<file path="src/sv/ytb_pkg.sv">
// shared constants, coefficient values and types for the yuyv to bgr888 converter
package ytb_pkg;

  // fraction bits of the fixed-point chroma coefficients
  localparam int COEF_FRAC_BITS = 16;

  localparam longint ONE_Q = longint'(1) << COEF_FRAC_BITS;
  // full-range bt.601 coefficients, rounded to nearest
  localparam longint KR_Q  = (ONE_Q * 1402 + 500) / 1000;
  localparam longint KGB_Q = (ONE_Q * 34414 + 50000) / 100000;
  localparam longint KGR_Q = (ONE_Q * 71414 + 50000) / 100000;
  localparam longint KB_Q  = (ONE_Q * 1772 + 500) / 1000;

  // coefficients are below 4.0, plus a sign bit
  localparam int KCOEF_W = COEF_FRAC_BITS + 3;
  // coefficient times an 8-bit signed chroma offset
  localparam int PROD_W  = KCOEF_W + 8;
  // luma plus chroma terms stays well below 1024 in magnitude
  localparam int ACC_W   = PROD_W + 1;

  localparam logic signed [KCOEF_W-1:0] KR  = KCOEF_W'(KR_Q);
  localparam logic signed [KCOEF_W-1:0] KGB = KCOEF_W'(KGB_Q);
  localparam logic signed [KCOEF_W-1:0] KGR = KCOEF_W'(KGR_Q);
  localparam logic signed [KCOEF_W-1:0] KB  = KCOEF_W'(KB_Q);

  typedef logic signed [PROD_W-1:0] prod_t;

  // chroma products shared by both pixel lanes
  typedef struct packed {
    prod_t b_du;
    prod_t g_du;
    prod_t g_dv;
    prod_t r_dv;
  } chroma_terms_t;

  // one output pixel, red in the high byte
  typedef struct packed {
    logic [7:0] red;
    logic [7:0] green;
    logic [7:0] blue;
  } bgr_t;

endpackage

</file>
<file path="src/sv/ytb_chroma.sv">
// chroma product unit: offsets cb and cr and multiplies them by the coefficients
module ytb_chroma (
  input  logic [7:0]             chroma_blue,
  input  logic [7:0]             chroma_red,
  output ytb_pkg::chroma_terms_t terms
);
  import ytb_pkg::*;

  logic signed [7:0] du;
  logic signed [7:0] dv;

  // subtracting 128 from an unsigned byte flips its top bit
  assign du = {~chroma_blue[7], chroma_blue[6:0]};
  assign dv = {~chroma_red[7], chroma_red[6:0]};

  assign terms.b_du = KB * du;
  assign terms.g_du = KGB * du;
  assign terms.g_dv = KGR * dv;
  assign terms.r_dv = KR * dv;

endmodule

</file>
<file path="src/sv/ytb_lane.sv">
// pixel lane: adds luma to the chroma terms and truncates each channel to 8 bits
module ytb_lane (
  input  logic [7:0]             luma,
  input  ytb_pkg::chroma_terms_t terms,
  output ytb_pkg::bgr_t          pixel
);
  import ytb_pkg::*;

  logic signed [ACC_W-1:0] base;
  logic signed [ACC_W-1:0] acc_b;
  logic signed [ACC_W-1:0] acc_g;
  logic signed [ACC_W-1:0] acc_r;

  // truncate toward zero: negative values with a nonzero fraction move up by one
  function automatic logic [7:0] trunc_wrap8(input logic signed [ACC_W-1:0] acc);
    logic bump;
    bump = acc[ACC_W-1] & (|acc[COEF_FRAC_BITS-1:0]);
    return acc[COEF_FRAC_BITS+7:COEF_FRAC_BITS] + {7'd0, bump};
  endfunction

  assign base  = $signed(ACC_W'(luma) << COEF_FRAC_BITS);
  assign acc_b = base + ACC_W'(terms.b_du);
  assign acc_g = base - ACC_W'(terms.g_du) - ACC_W'(terms.g_dv);
  assign acc_r = base + ACC_W'(terms.r_dv);

  assign pixel.blue  = trunc_wrap8(acc_b);
  assign pixel.green = trunc_wrap8(acc_g);
  assign pixel.red   = trunc_wrap8(acc_r);

endmodule

</file>
<file path="src/sv/yuyv_to_bgr888_converter_unit.sv">
// top level of the yuyv to bgr888 converter: pipeline control, lanes and output register
//
// Converts one packed yuyv macropixel per transaction into two bgr888 pixels that share
// the chroma pair, using full-range bt.601 coefficients in signed fixed point with
// COEF_FRAC_BITS fraction bits. Each channel is truncated toward zero and wrapped to its
// low 8 bits (no clamping). The block takes one macropixel every clock while the output is
// not stalled. The first stage registers the four chroma products; the second stage runs
// the two pixel lanes and holds the result in the output register. Throughput is one
// transaction per clock when the output does not stall; a stalled output only holds the
// stages behind it once they are full. tlast passes through unchanged.
module yuyv_to_bgr888_converter_unit (
  input  logic        clk,
  input  logic        rst_n,
  // input channel
  input  logic        in_tvalid,
  output logic        in_tready,
  input  logic [31:0] in_tdata,   // luma_first, chroma_blue, luma_second, chroma_red
  input  logic        in_tlast,   // frame_end_in
  // result channel
  output logic        out_tvalid,
  input  logic        out_tready,
  output logic [47:0] out_tdata,  // blue_first, green_first, red_first,
                                  // blue_second, green_second, red_second
  output logic        out_tlast   // frame_end_out
);
  import ytb_pkg::*;

  // stage 1: chroma products and luma samples
  logic          s1_valid_r, s1_valid_nxt;
  chroma_terms_t s1_terms_r;
  logic [7:0]    s1_luma0_r;
  logic [7:0]    s1_luma1_r;
  logic          s1_last_r;

  // stage 2: output register
  logic          s2_valid_r, s2_valid_nxt;
  logic [47:0]   s2_data_r;
  logic          s2_last_r;

  logic          s1_load;
  logic          s2_load;
  logic          s2_free;
  chroma_terms_t terms;
  bgr_t          pixel0;
  bgr_t          pixel1;

  // a stage may load when it is empty or its content moves on this cycle
  assign s2_free   = !s2_valid_r || out_tready;
  assign s2_load   = s1_valid_r && s2_free;
  assign in_tready = !s1_valid_r || s2_free;
  assign s1_load   = in_tvalid && in_tready;

  ytb_chroma u_chroma (
    .chroma_blue (in_tdata[15:8]),
    .chroma_red  (in_tdata[31:24]),
    .terms       (terms)
  );

  // one lane per pixel of the macropixel
  ytb_lane u_lane0 (
    .luma  (s1_luma0_r),
    .terms (s1_terms_r),
    .pixel (pixel0)
  );

  ytb_lane u_lane1 (
    .luma  (s1_luma1_r),
    .terms (s1_terms_r),
    .pixel (pixel1)
  );

  always_comb begin
    s1_valid_nxt = s1_load || (s1_valid_r && !s2_free);
    s2_valid_nxt = s1_valid_r || (s2_valid_r && !out_tready);
  end

  always_ff @(posedge clk) begin
    if (!rst_n) begin
      s1_valid_r <= 1'b0;
      s2_valid_r <= 1'b0;
    end else begin
      s1_valid_r <= s1_valid_nxt;
      s2_valid_r <= s2_valid_nxt;
    end
  end

  always_ff @(posedge clk) begin
    if (s1_load) begin
      s1_terms_r <= terms;
      s1_luma0_r <= in_tdata[7:0];
      s1_luma1_r <= in_tdata[23:16];
      s1_last_r  <= in_tlast;
    end
  end

  // merge the two lanes into the packed output word
  always_ff @(posedge clk) begin
    if (s2_load) begin
      s2_data_r <= {pixel1.red, pixel1.green, pixel1.blue,
                    pixel0.red, pixel0.green, pixel0.blue};
      s2_last_r <= s1_last_r;
    end
  end

  assign out_tvalid = s2_valid_r;
  assign out_tdata  = s2_data_r;
  assign out_tlast  = s2_last_r;

`ifndef SYNTH
  // an accepted transaction always lands in stage 1
  a_in_lands: assert property (@(posedge clk) disable iff (!rst_n)
    (in_tvalid && in_tready) |=> s1_valid_r)
    else $error("accepted transaction lost before stage 1");

  // a stage 1 item blocked by a full output is kept
  a_s1_holds: assert property (@(posedge clk) disable iff (!rst_n)
    (s1_valid_r && !s2_free) |=> s1_valid_r)
    else $error("stage 1 item dropped while stalled");

  // the frame end marker follows its item into the output register
  a_last_moves: assert property (@(posedge clk) disable iff (!rst_n)
    s2_load |=> (out_tvalid && out_tlast == $past(s1_last_r)))
    else $error("frame end marker not carried to output");
`endif

endmodule

</file>
<file path="config.mk">
export PLATFORM = sky130hd
export DESIGN_NAME = yuyv_to_bgr888_converter_unit
export DESIGN_NICKNAME = d
export VERILOG_FILES = /design/src/sv/ytb_pkg.sv /design/src/sv/ytb_chroma.sv /design/src/sv/ytb_lane.sv /design/src/sv/yuyv_to_bgr888_converter_unit.sv
export SDC_FILE = /design/constraint.sdc
export NUM_CORES = 1
export LEC_CHECK = 0
export BUFFER_PORTS_ARGS = -buffer_cell sky130_fd_sc_hd__buf_2
export CAP_MARGIN = 20
export CORE_AREA = 2 2 262 161
export CTS_CLUSTER_SIZE = 28
export DETAILED_ROUTE_END_ITERATION = 8
export DIE_AREA = 0 0 264 163
export PLACE_DENSITY = 0.62
export SLEW_MARGIN = 20
export SYNTH_ARGS = -nofsm -noshare
export SYNTH_HDL_FRONTEND = slang
export SYNTH_SLANG_ARGS = --single-unit
</file>
<file path="constraint.sdc">
create_clock -name clk -period 12.34 [get_ports clk]
set_input_delay 1.851 -clock clk [delete_from_list [all_inputs] [get_ports clk]]
set_output_delay 1.851 -clock clk [all_outputs]
set_load 0.005 [all_outputs]
</file>
==> results of run 1 <==
-- state kept, by name, summed over array words and instances (netlist names) --
name / flops
s1_terms_r: 89
out_tdata: 48
s1_luma0_r: 8
s1_luma1_r: 8
out_tlast: 1
out_tvalid: 1
s1_last_r: 1
s1_valid_r: 1
-- per-stage QoR --
| stage | cell area [um^2] | power [uW] | std cells | util |
|---|---|---|---|---|
| 2_1_floorplan | 16000 | 3350 | 1529 | - |
| 4_1_cts | 17700 | 4690 | 2180 | 0.433 |
| 3_3_place_gp | 17100 | 4080 | 2148 | 0.419 |
| 3_5_place_dp | 17100 | 4130 | 2148 | 0.419 |
| 6_report | 17700 | 4680 | 2180 | 0.433 |
| 5_1_grt | 17700 | 5110 | 2180 | 0.433 |
-- placed cells by master (no fill, tap or decap), types with 4 or more instances in the layout --
cell	instances
ha_1	290
inv_1	277
edfxtp_1	155
fa_1	113
xnor2_1	100
a21oi_1	98
buf_2	87
nor2_1	71
nand2_1	55
xor2_1	37
nand3_1	34
o21ai_0	33
a21o_1	25
o21bai_1	23
nor3_1	22
nand2b_1	19
clkbuf_16	17
nand4_1	16
nor2b_1	13
o21a_1	12
a211oi_1	11
a31oi_1	9
nor4_1	9
and3_1	8
o211ai_1	6
o31ai_1	5
o21ai_1	5
a31o_2	5
a211o_1	5
inv_8	5
mux2i_1	4
-- cell type report --
| class | count | share of cell area |
|---|---|---|
| clock buffer | 17 | 0.0240 |
| clock inverter | 15 | 0.00847 |
| inverter | 277 | 0.0587 |
| multi-input combinational | 1085 | 0.580 |
| sequential | 157 | 0.265 |
| tap | 540 | 0.0381 |
| timing repair buffer | 89 | 0.0254 |
-- worst paths after layout --
path / from / endpoint / slack (ps) / cells after the start
worst max-delay path: in_tdata[31] / s1_terms_r[24] / 5750 / 20
worst min-delay path: s1_last_r / out_tlast / 420 / 0
worst max register to register: s1_terms_r[1] / out_tdata[38] / 7820 / 17
worst min register to register: s1_last_r / out_tlast / 420 / 0
-- power breakdown --
group          switching, uW  total (uW)  internal [uW]
Sequential              80.9        1010            934
Combinational           1850        3140           1300
Clock                    254         522            268
-- routing by layer --
layer | vias to the layer above | global-route usage
met3 | 29 | 0.0514
met5 | - | 0
met1 | 5360 | 0.300
li1 | 5491 | -
met4 | 0 | 0.0310
met2 | 278 | 0.252
-- logic make-up after synthesis --
kind of cell               Yosys count  share of synthesized area
AOI/OAI and AO/OA                  272                      0.113
xor gates and xnor gates           137                     0.0748
adders and majority gates          403                      0.367
buffers and inverters              287                     0.0675
DFF                                157                      0.293
muxes                                4                    0.00250
and+or+nand+nor                    269                     0.0828
==> metrics.txt, run 1 <==
hold_ws 423 ps; share of the synthesized area in the top cell type 0.290; layout cells sized above 1 0.0884; Final Max Tran Viols 0; Fillers 3965; Cell variety after synth 67; number of synthesized flops with an enable pin 155; status finished, final reports clean; Initial Utilization 0.392; CTS HTree Levels 4; met3 routed WL 2.77 mm; CTS Hold Bufs 0; gpl congestion 0.978; Clock Latency Late Sink 450 ps; first-pass GRT wire length 61.6 mm; initial antenna violation count 0; count leader, synth ha_1; fraction of registers with async set/reset 0; largest net degree at the start of global routing 76; Final setup viols 0; Period minus WS final 6590 ps; GRT overflow 0; CP required 12530 ps; most used cell along the critical path inv_1; WP buf/inv 6; peak supply drop 0.000109 V; drc violations 0; Slew @ Worst Pin 1150 ps; synthesized flop and latch total 157; WL met2 14.7 mm; Global Route Usage Sum 0.189; min setup slack post-route 5750 ps; Fin. Hold Viols 0; clk buf depth 2; WL/cell 18.1 um; syn nets 1969; FP Rows 58; CTS tree done; post-CTS sizing 0; hpwl dp 33.1 mm; Setup crit end kind register; register area share after synthesis 0.293; Antenna Nets Post-Route 0; die height 163 um; Max FO, Critical Path 6; Static Leak 0.00837 uW; register area 0.00469 mm^2; slowest stage cell, crit path fa_1; CP Cell Sequence buf_2, inv_1, ha_1, inv_1, fa_1, inv_1, fa_1, inv_1, fa_1, inv_1, ha_1, a2111oi_0, o21ai_1, a41oi_2, o21ai_1, o31a_1, o2111ai_1, nand3_1, o41ai_2, xnor2_1; core area 0.0409 mm^2; Nets 2067; die width 264 um; setup repair bufs after CTS 0; DR iter-0 viols 771; vias per cell 5.12; CP startpoint kind input pin; port bufs 87; Yosys Warn Count 0; clk sinks 157; Post-Route M1 WL 21.6 mm; CP peak stage delay 530 ps; ys flop type edfxtp_1; largest cells by area after synthesis edfxtp_1, ha_1, fa_1, inv_1, xnor2_1; RSZ-0062 raised after global routing false; Post-synth top cells ha_1, inv_1, edfxtp_1; final WL 39.4 mm; max cap viols 0; biggest area consumer among synthesized cells edfxtp_1; I/O Pins 88; top sig layer met4; Final Skew 10.9 ps; multi-input logic area 0.0103 mm^2; Netlist Area Pre-Place 0.0160 mm^2; CP delay by family, top adder cells; final setup TNS 0 ps; Clock Root Buffer clkbuf_16; via count 11200; pwr dens 264 mW/mm^2; worst relative slew slack 0.226; Mapped Cells 1529; area grow syn2layout 10.4%; drt first pass iters 5; Reg clk slew, reported paths 70 ps; # diodes 0; Tcrit/Tclk final 0.534; Synth Area per Inst 10.5 um^2; Die ar. 0.0430 mm^2; Crit Path Class in -> reg; Worst Hold Class reg -> reg; vias in the first global route 10900; Highest Clock Rate 0.152 GHz; Num CTS Buffers 17; dpl ws 5350 ps; crit path DAT 6790 ps
(Power assumes the default switching activity.)
==> run 2: changes to the inputs <==
Settings changed: ABC_AREA from default to 1, CORE_AREA 2 2 262 161 to 2 2 273 167, DIE_AREA 0 0 264 163 to 0 0 275 169, PLACE_DENSITY 0.62 to 0.64.
Clock period 12.34 ns to 5.3 ns, I/O delays scaled along.
==> metrics.txt, run 2 <==
Clock Root Buffer clkbuf_16; FF-to-FF Start s1_terms_r[55]; Worst Hold Class reg -> reg; setup repair bufs after CTS 0; CTS tree done; number of synthesized flops with an enable pin 155; largest cells by area after synthesis edfxtp_1, ha_1, fa_1, inv_1, nand2_1; R2R Setup Slk 1400 ps; Initial Utilization 0.394; # diodes 0; Post-synth top cells inv_1, nand2_1, ha_1; Final setup viols 0; CP startpoint kind input pin; area grow syn2layout 10.6%; clk sinks 157; Pwr Total 12200 uW; vias in the first global route 13200; biggest area consumer among synthesized cells edfxtp_1; first-pass GRT wire length 74.4 mm; Global Route Usage Sum 0.210; WHS Path Cells 0; Final Skew 11.1 ps; I/O Pins 88; Worst Min Path Start s1_last_r; gpl congestion 0.922; hold_ws 429 ps; via count 13500; Setup crit end kind register; Max FO, Critical Path 7; Antenna Nets Post-Route 0; Fin. Hold Viols 0; CTS Hold Bufs 0; most frequent cells in the layout inv_1, nand2_1, ha_1; status finished, final reports clean; count leader, synth inv_1; Cell variety after synth 41; die width 275 um; Clock Latency Late Sink 450 ps; Mapped Cells 1972; drc violations 0; pwr dens 633 mW/mm^2; synthesized flop and latch total 157; worst reg2reg path depth 20; FP Rows 60; GRT overflow 0; Tcrit/Tclk final 0.905; WHS Endpoint out_tlast; Yosys Warn Count 0; post-CTS sizing 0; Num CTS Buffers 17; drt first pass iters 8; fraction of registers with async set/reset 0; share of the synthesized area in the top cell type 0.268; hpwl dp 40.3 mm; CTS HTree Levels 4; core area 0.0441 mm^2; syn nets 2412; worst relative slew slack 0.340; Reg clk slew, reported paths 60 ps; layout cells sized above 1 0.0918; final setup TNS 0 ps; largest net degree at the start of global routing 75; CP required 5490 ps; vias per cell 5.01; ys flop type edfxtp_1; Highest Clock Rate 0.208 GHz; Die ar. 0.0465 mm^2; Reg with most FFs s1_terms_r; Period minus WS final 4800 ps; Static Leak 0.00973 uW; Nets 2529; r2r endpoint out_tdata[36]; register area share after synthesis 0.270; Fillers 4312; commonest non-fill, non-tap cell in the layout inv_1; Final Max Tran Viols 0; Netlist Area Pre-Place 0.0174 mm^2; Crit Path Class in -> reg; WL/cell 17.4 um; register area 0.00469 mm^2; RSZ-0062 raised after global routing false; port bufs 87; Synth Area per Inst 8.81 um^2; peak supply drop 0.000353 V; die height 169 um; Slew @ Worst Pin 991 ps; crit path DAT 4990 ps; initial antenna violation count 1; Largest register FFs 89; clk buf depth 2; max cap viols 0; multi-input logic area 0.0112 mm^2; final WL 46.8 mm; DR iter-0 viols 1033
-- run 2: worst max-delay path by stage --
stage	from	endpoint	slack [ps]	cells after the start
final	in_tdata[29]	s1_terms_r[50]	500	18
after global routing	in_tdata[29]	s1_terms_r[48]	230	19
after floorplan	in_tdata[15]	s1_terms_r[105]	830	15
after CTS	in_tdata[29]	s1_terms_r[50]	590	18
after detailed placement	in_tdata[29]	s1_terms_r[50]	110	18
after global placement	in_tdata[29]	s1_terms_r[23]	230	16
-- run 2: per-layer routing --
metal	vias up	share of wire	track usage
met4	0	0.0066	0.0306
met1	6369	0.54	0.347
met5	-	0	0
met2	396	0.37	0.275
met3	25	0.075	0.0481
li1	6681	-	-
-- run 2: area by class of cell --
type | instances | share of cell area
sequential | 157 | 0.244
clock inverter | 13 | 0.00742
tap | 589 | 0.0383
clock buffer | 19 | 0.0225
multi-input combinational | 1415 | 0.582
inverter | 399 | 0.0781
timing repair buffer | 99 | 0.0273
-- run 2: cell families (layout without fill, tap and decap cells) --
group                      Yosys count  in the layout  synth area share
xor gates and xnor gates           117            117            0.0590
adders and majority gates          403            403             0.339
DFF                                157            157             0.270
and+or+nand+nor                    676            676             0.174
buffers and inverters              400            530            0.0865
AOI/OAI and AO/OA                  219            219            0.0710
-- run 2: worst max-delay path, stage by stage --
cell and delay (ps):
buf_2 190, inv_1 190, fa_1 540, xnor2_1 220
ha_1 210, a21oi_1 240, inv_1 90, fa_1 480
inv_1 50, fa_1 490, inv_1 40, ha_1 360
nand2_1 90, nor2_1 170, nand2_1 70, o21ai_0 430
a21oi_1 150, xor2_1 170
-- run 2: report_power, final --
| part | internal (uW) | leakage [uW] | switching, uW | total (uW) |
|---|---|---|---|---|
| clock network | 694 | 0.000266 | 531 | 1220 |
| logic | 3050 | 0.00795 | 5490 | 8530 |
| registers | 2170 | 0.00151 | 235 | 2400 |
| total | 5910 | 0.00973 | 6250 | 12200 |
-- run 2: through the flow --
stage                     worst slack (ps)   util  std cells  cell area [um^2]
after CTS                              593  0.435       2691             19200
after floorplan                        832      -       1972             17400
final                                  501  0.435       2691             19200
after detailed placement               114  0.422       2659             18600
after global routing                   228  0.435       2691             19200
after global placement                 229  0.422       2659             18600
==> run 3: changes to the inputs <==
Settings changed: PLACE_DENSITY 0.64 to default.
Clock period 5.3 ns to 4.1 ns, I/O delays scaled along.
==> metrics.txt, run 3 (synthesized netlist as in run 2, its figures left out) <==
status finished, final reports clean; Period minus WS final 4020 ps; DP Area 0.0201 mm^2; Slew @ Worst Pin 858 ps; worst relative slew slack 0.423; vias per cell 4.95; Clock Latency Late Sink 460 ps; drc violations 0; CP Cell Sequence buf_2, buf_4, ha_1, ha_1, inv_1, fa_1, fa_1, inv_1, ha_4, a21oi_2, buf_4, inv_1, a31oi_1, o21ai_0, xor2_1; WP buf/inv 6; gpl congestion 0.979; clk sinks 157; Reg clk slew, reported paths 70 ps; top sig layer met4; final WL 47.7 mm; placed cell count 2829; I/O Pins 88; Fin. Hold Viols 0; Die ar. 0.0465 mm^2; Reg with most FFs s1_terms_r; Largest register FFs 89; Num CTS Buffers 17; CTS Hold Bufs 0; met3 routed WL 4.10 mm; WL/cell 16.7 um; most used cell along the critical path inv_1; commonest non-fill, non-tap cell in the layout inv_1; via count 14200; Clock Root Buffer clkbuf_16; DR iter-0 viols 1396; non-filler cells, final 2863; first-pass GRT wire length 74.7 mm; Static Leak 0.0106 uW; RSZ-0062 raised after global routing true; die width 275 um; peak supply drop 0.000467 V; hpwl dp 41.6 mm; most frequent cells in the layout inv_1, nand2_1, ha_1; die height 169 um; area grow syn2layout 19.9%; CP required 4280 ps; max cap viols 0; Highest Clock Rate 0.249 GHz; Setup crit end kind register; min setup slack post-route 82.6 ps; crit path DAT 4200 ps; Core Util, Final 0.472; Final Skew 11.2 ps; Post-Route M1 WL 25.5 mm; CP startpoint kind input pin; post-route cell area 0.0208 mm^2; clk buf depth 2; CTS HTree Levels 4; CTS tree done; drt first pass iters 5; Nets 2701; Final setup viols 0; Max FO, Critical Path 4; pwr dens 815 mW/mm^2; FP Rows 60; CP peak stage delay 550 ps; core area 0.0441 mm^2; Initial Utilization 0.394; Antenna Nets Post-Route 0; Fillers 4235; Final Max Tran Viols 0; Tcrit/Tclk final 0.980; initial antenna violation count 0; Worst Hold Class in -> reg; vias in the first global route 13600; largest net degree at the start of global routing 54; slowest stage cell, crit path fa_1; Global Route Usage Sum 0.211; dpl ws -539 ps; Crit Path Class in -> reg; WL met2 17.6 mm; layout cells sized above 1 0.181; # diodes 0; CP delay by family, top adder cells; port bufs 87; GRT overflow 0; final setup TNS 0 ps
[run 3: routing by layer]
layer	up-vias	track usage
li1	7029	-
met1	6631	0.346
met2	456	0.272
met3	43	0.0539
met4	0	0.0350
met5	-	0
[run 3: power breakdown]
group / leakage [uW] / switching (uW) / internal (uW)
Sequential: 0.00151 / 325 / 2800
Combinational: 0.00879 / 7330 / 4890
Clock: 0.000291 / 709 / 924
[run 3: cell type report]
| class | instances | area [um^2] | share of cell area |
|---|---|---|---|
| multi-input cells | 1415 | 11400 | 0.549 |
| flip-flops and latches | 157 | 4690 | 0.225 |
| repair buffers | 271 | 1850 | 0.0891 |
| inverters | 399 | 1510 | 0.0724 |
| well taps | 589 | 737 | 0.0354 |
| clock buffers | 18 | 439 | 0.0211 |
| clock inverters | 14 | 160 | 0.00769 |
[run 3: worst reg2reg max path, stage by stage, from the launching register on]
cell	delay, ps
edfxtp_1	430
inv_1	180
fa_1	420
ha_1	450
nand2_1	140
nor2_1	280
inv_1	80
nor2_1	120
o21ai_0	100
nand4_1	100
xor2_1	320
nor2_1	130
ha_1	250
ha_1	220
nand2_2	90
nor2_4	40
xor2_1	130
[run 3: path summary, 6_finish.rpt]
kind | startpoint | end | slack, ps | cells past startpoint
max | in_tdata[26] | s1_terms_r[12] | 80 | 15
max reg2reg | s1_terms_r[46] | out_tdata[36] | 360 | 16
min reg2reg | s1_last_r | out_tlast | 440 | 0
min | in_tdata[20] | s1_luma1_r[4] | 330 | 1
[run 3: timing repair]
item,CTS,global route
pin swaps,0,3
endpoints found under the setup margin,2,21
resized for setup,1,27
setup buffers,0,2
[run 3: per-stage QoR]
| stage | hold WS (ps) | total power [uW] |
|---|---|---|
| after floorplan | 400 | 11200 |
| after global placement | 404 | 14900 |
| after detailed placement | 409 | 15100 |
| after CTS | 303 | 16800 |
| after global routing | 305 | 18600 |
| final | 328 | 17000 |
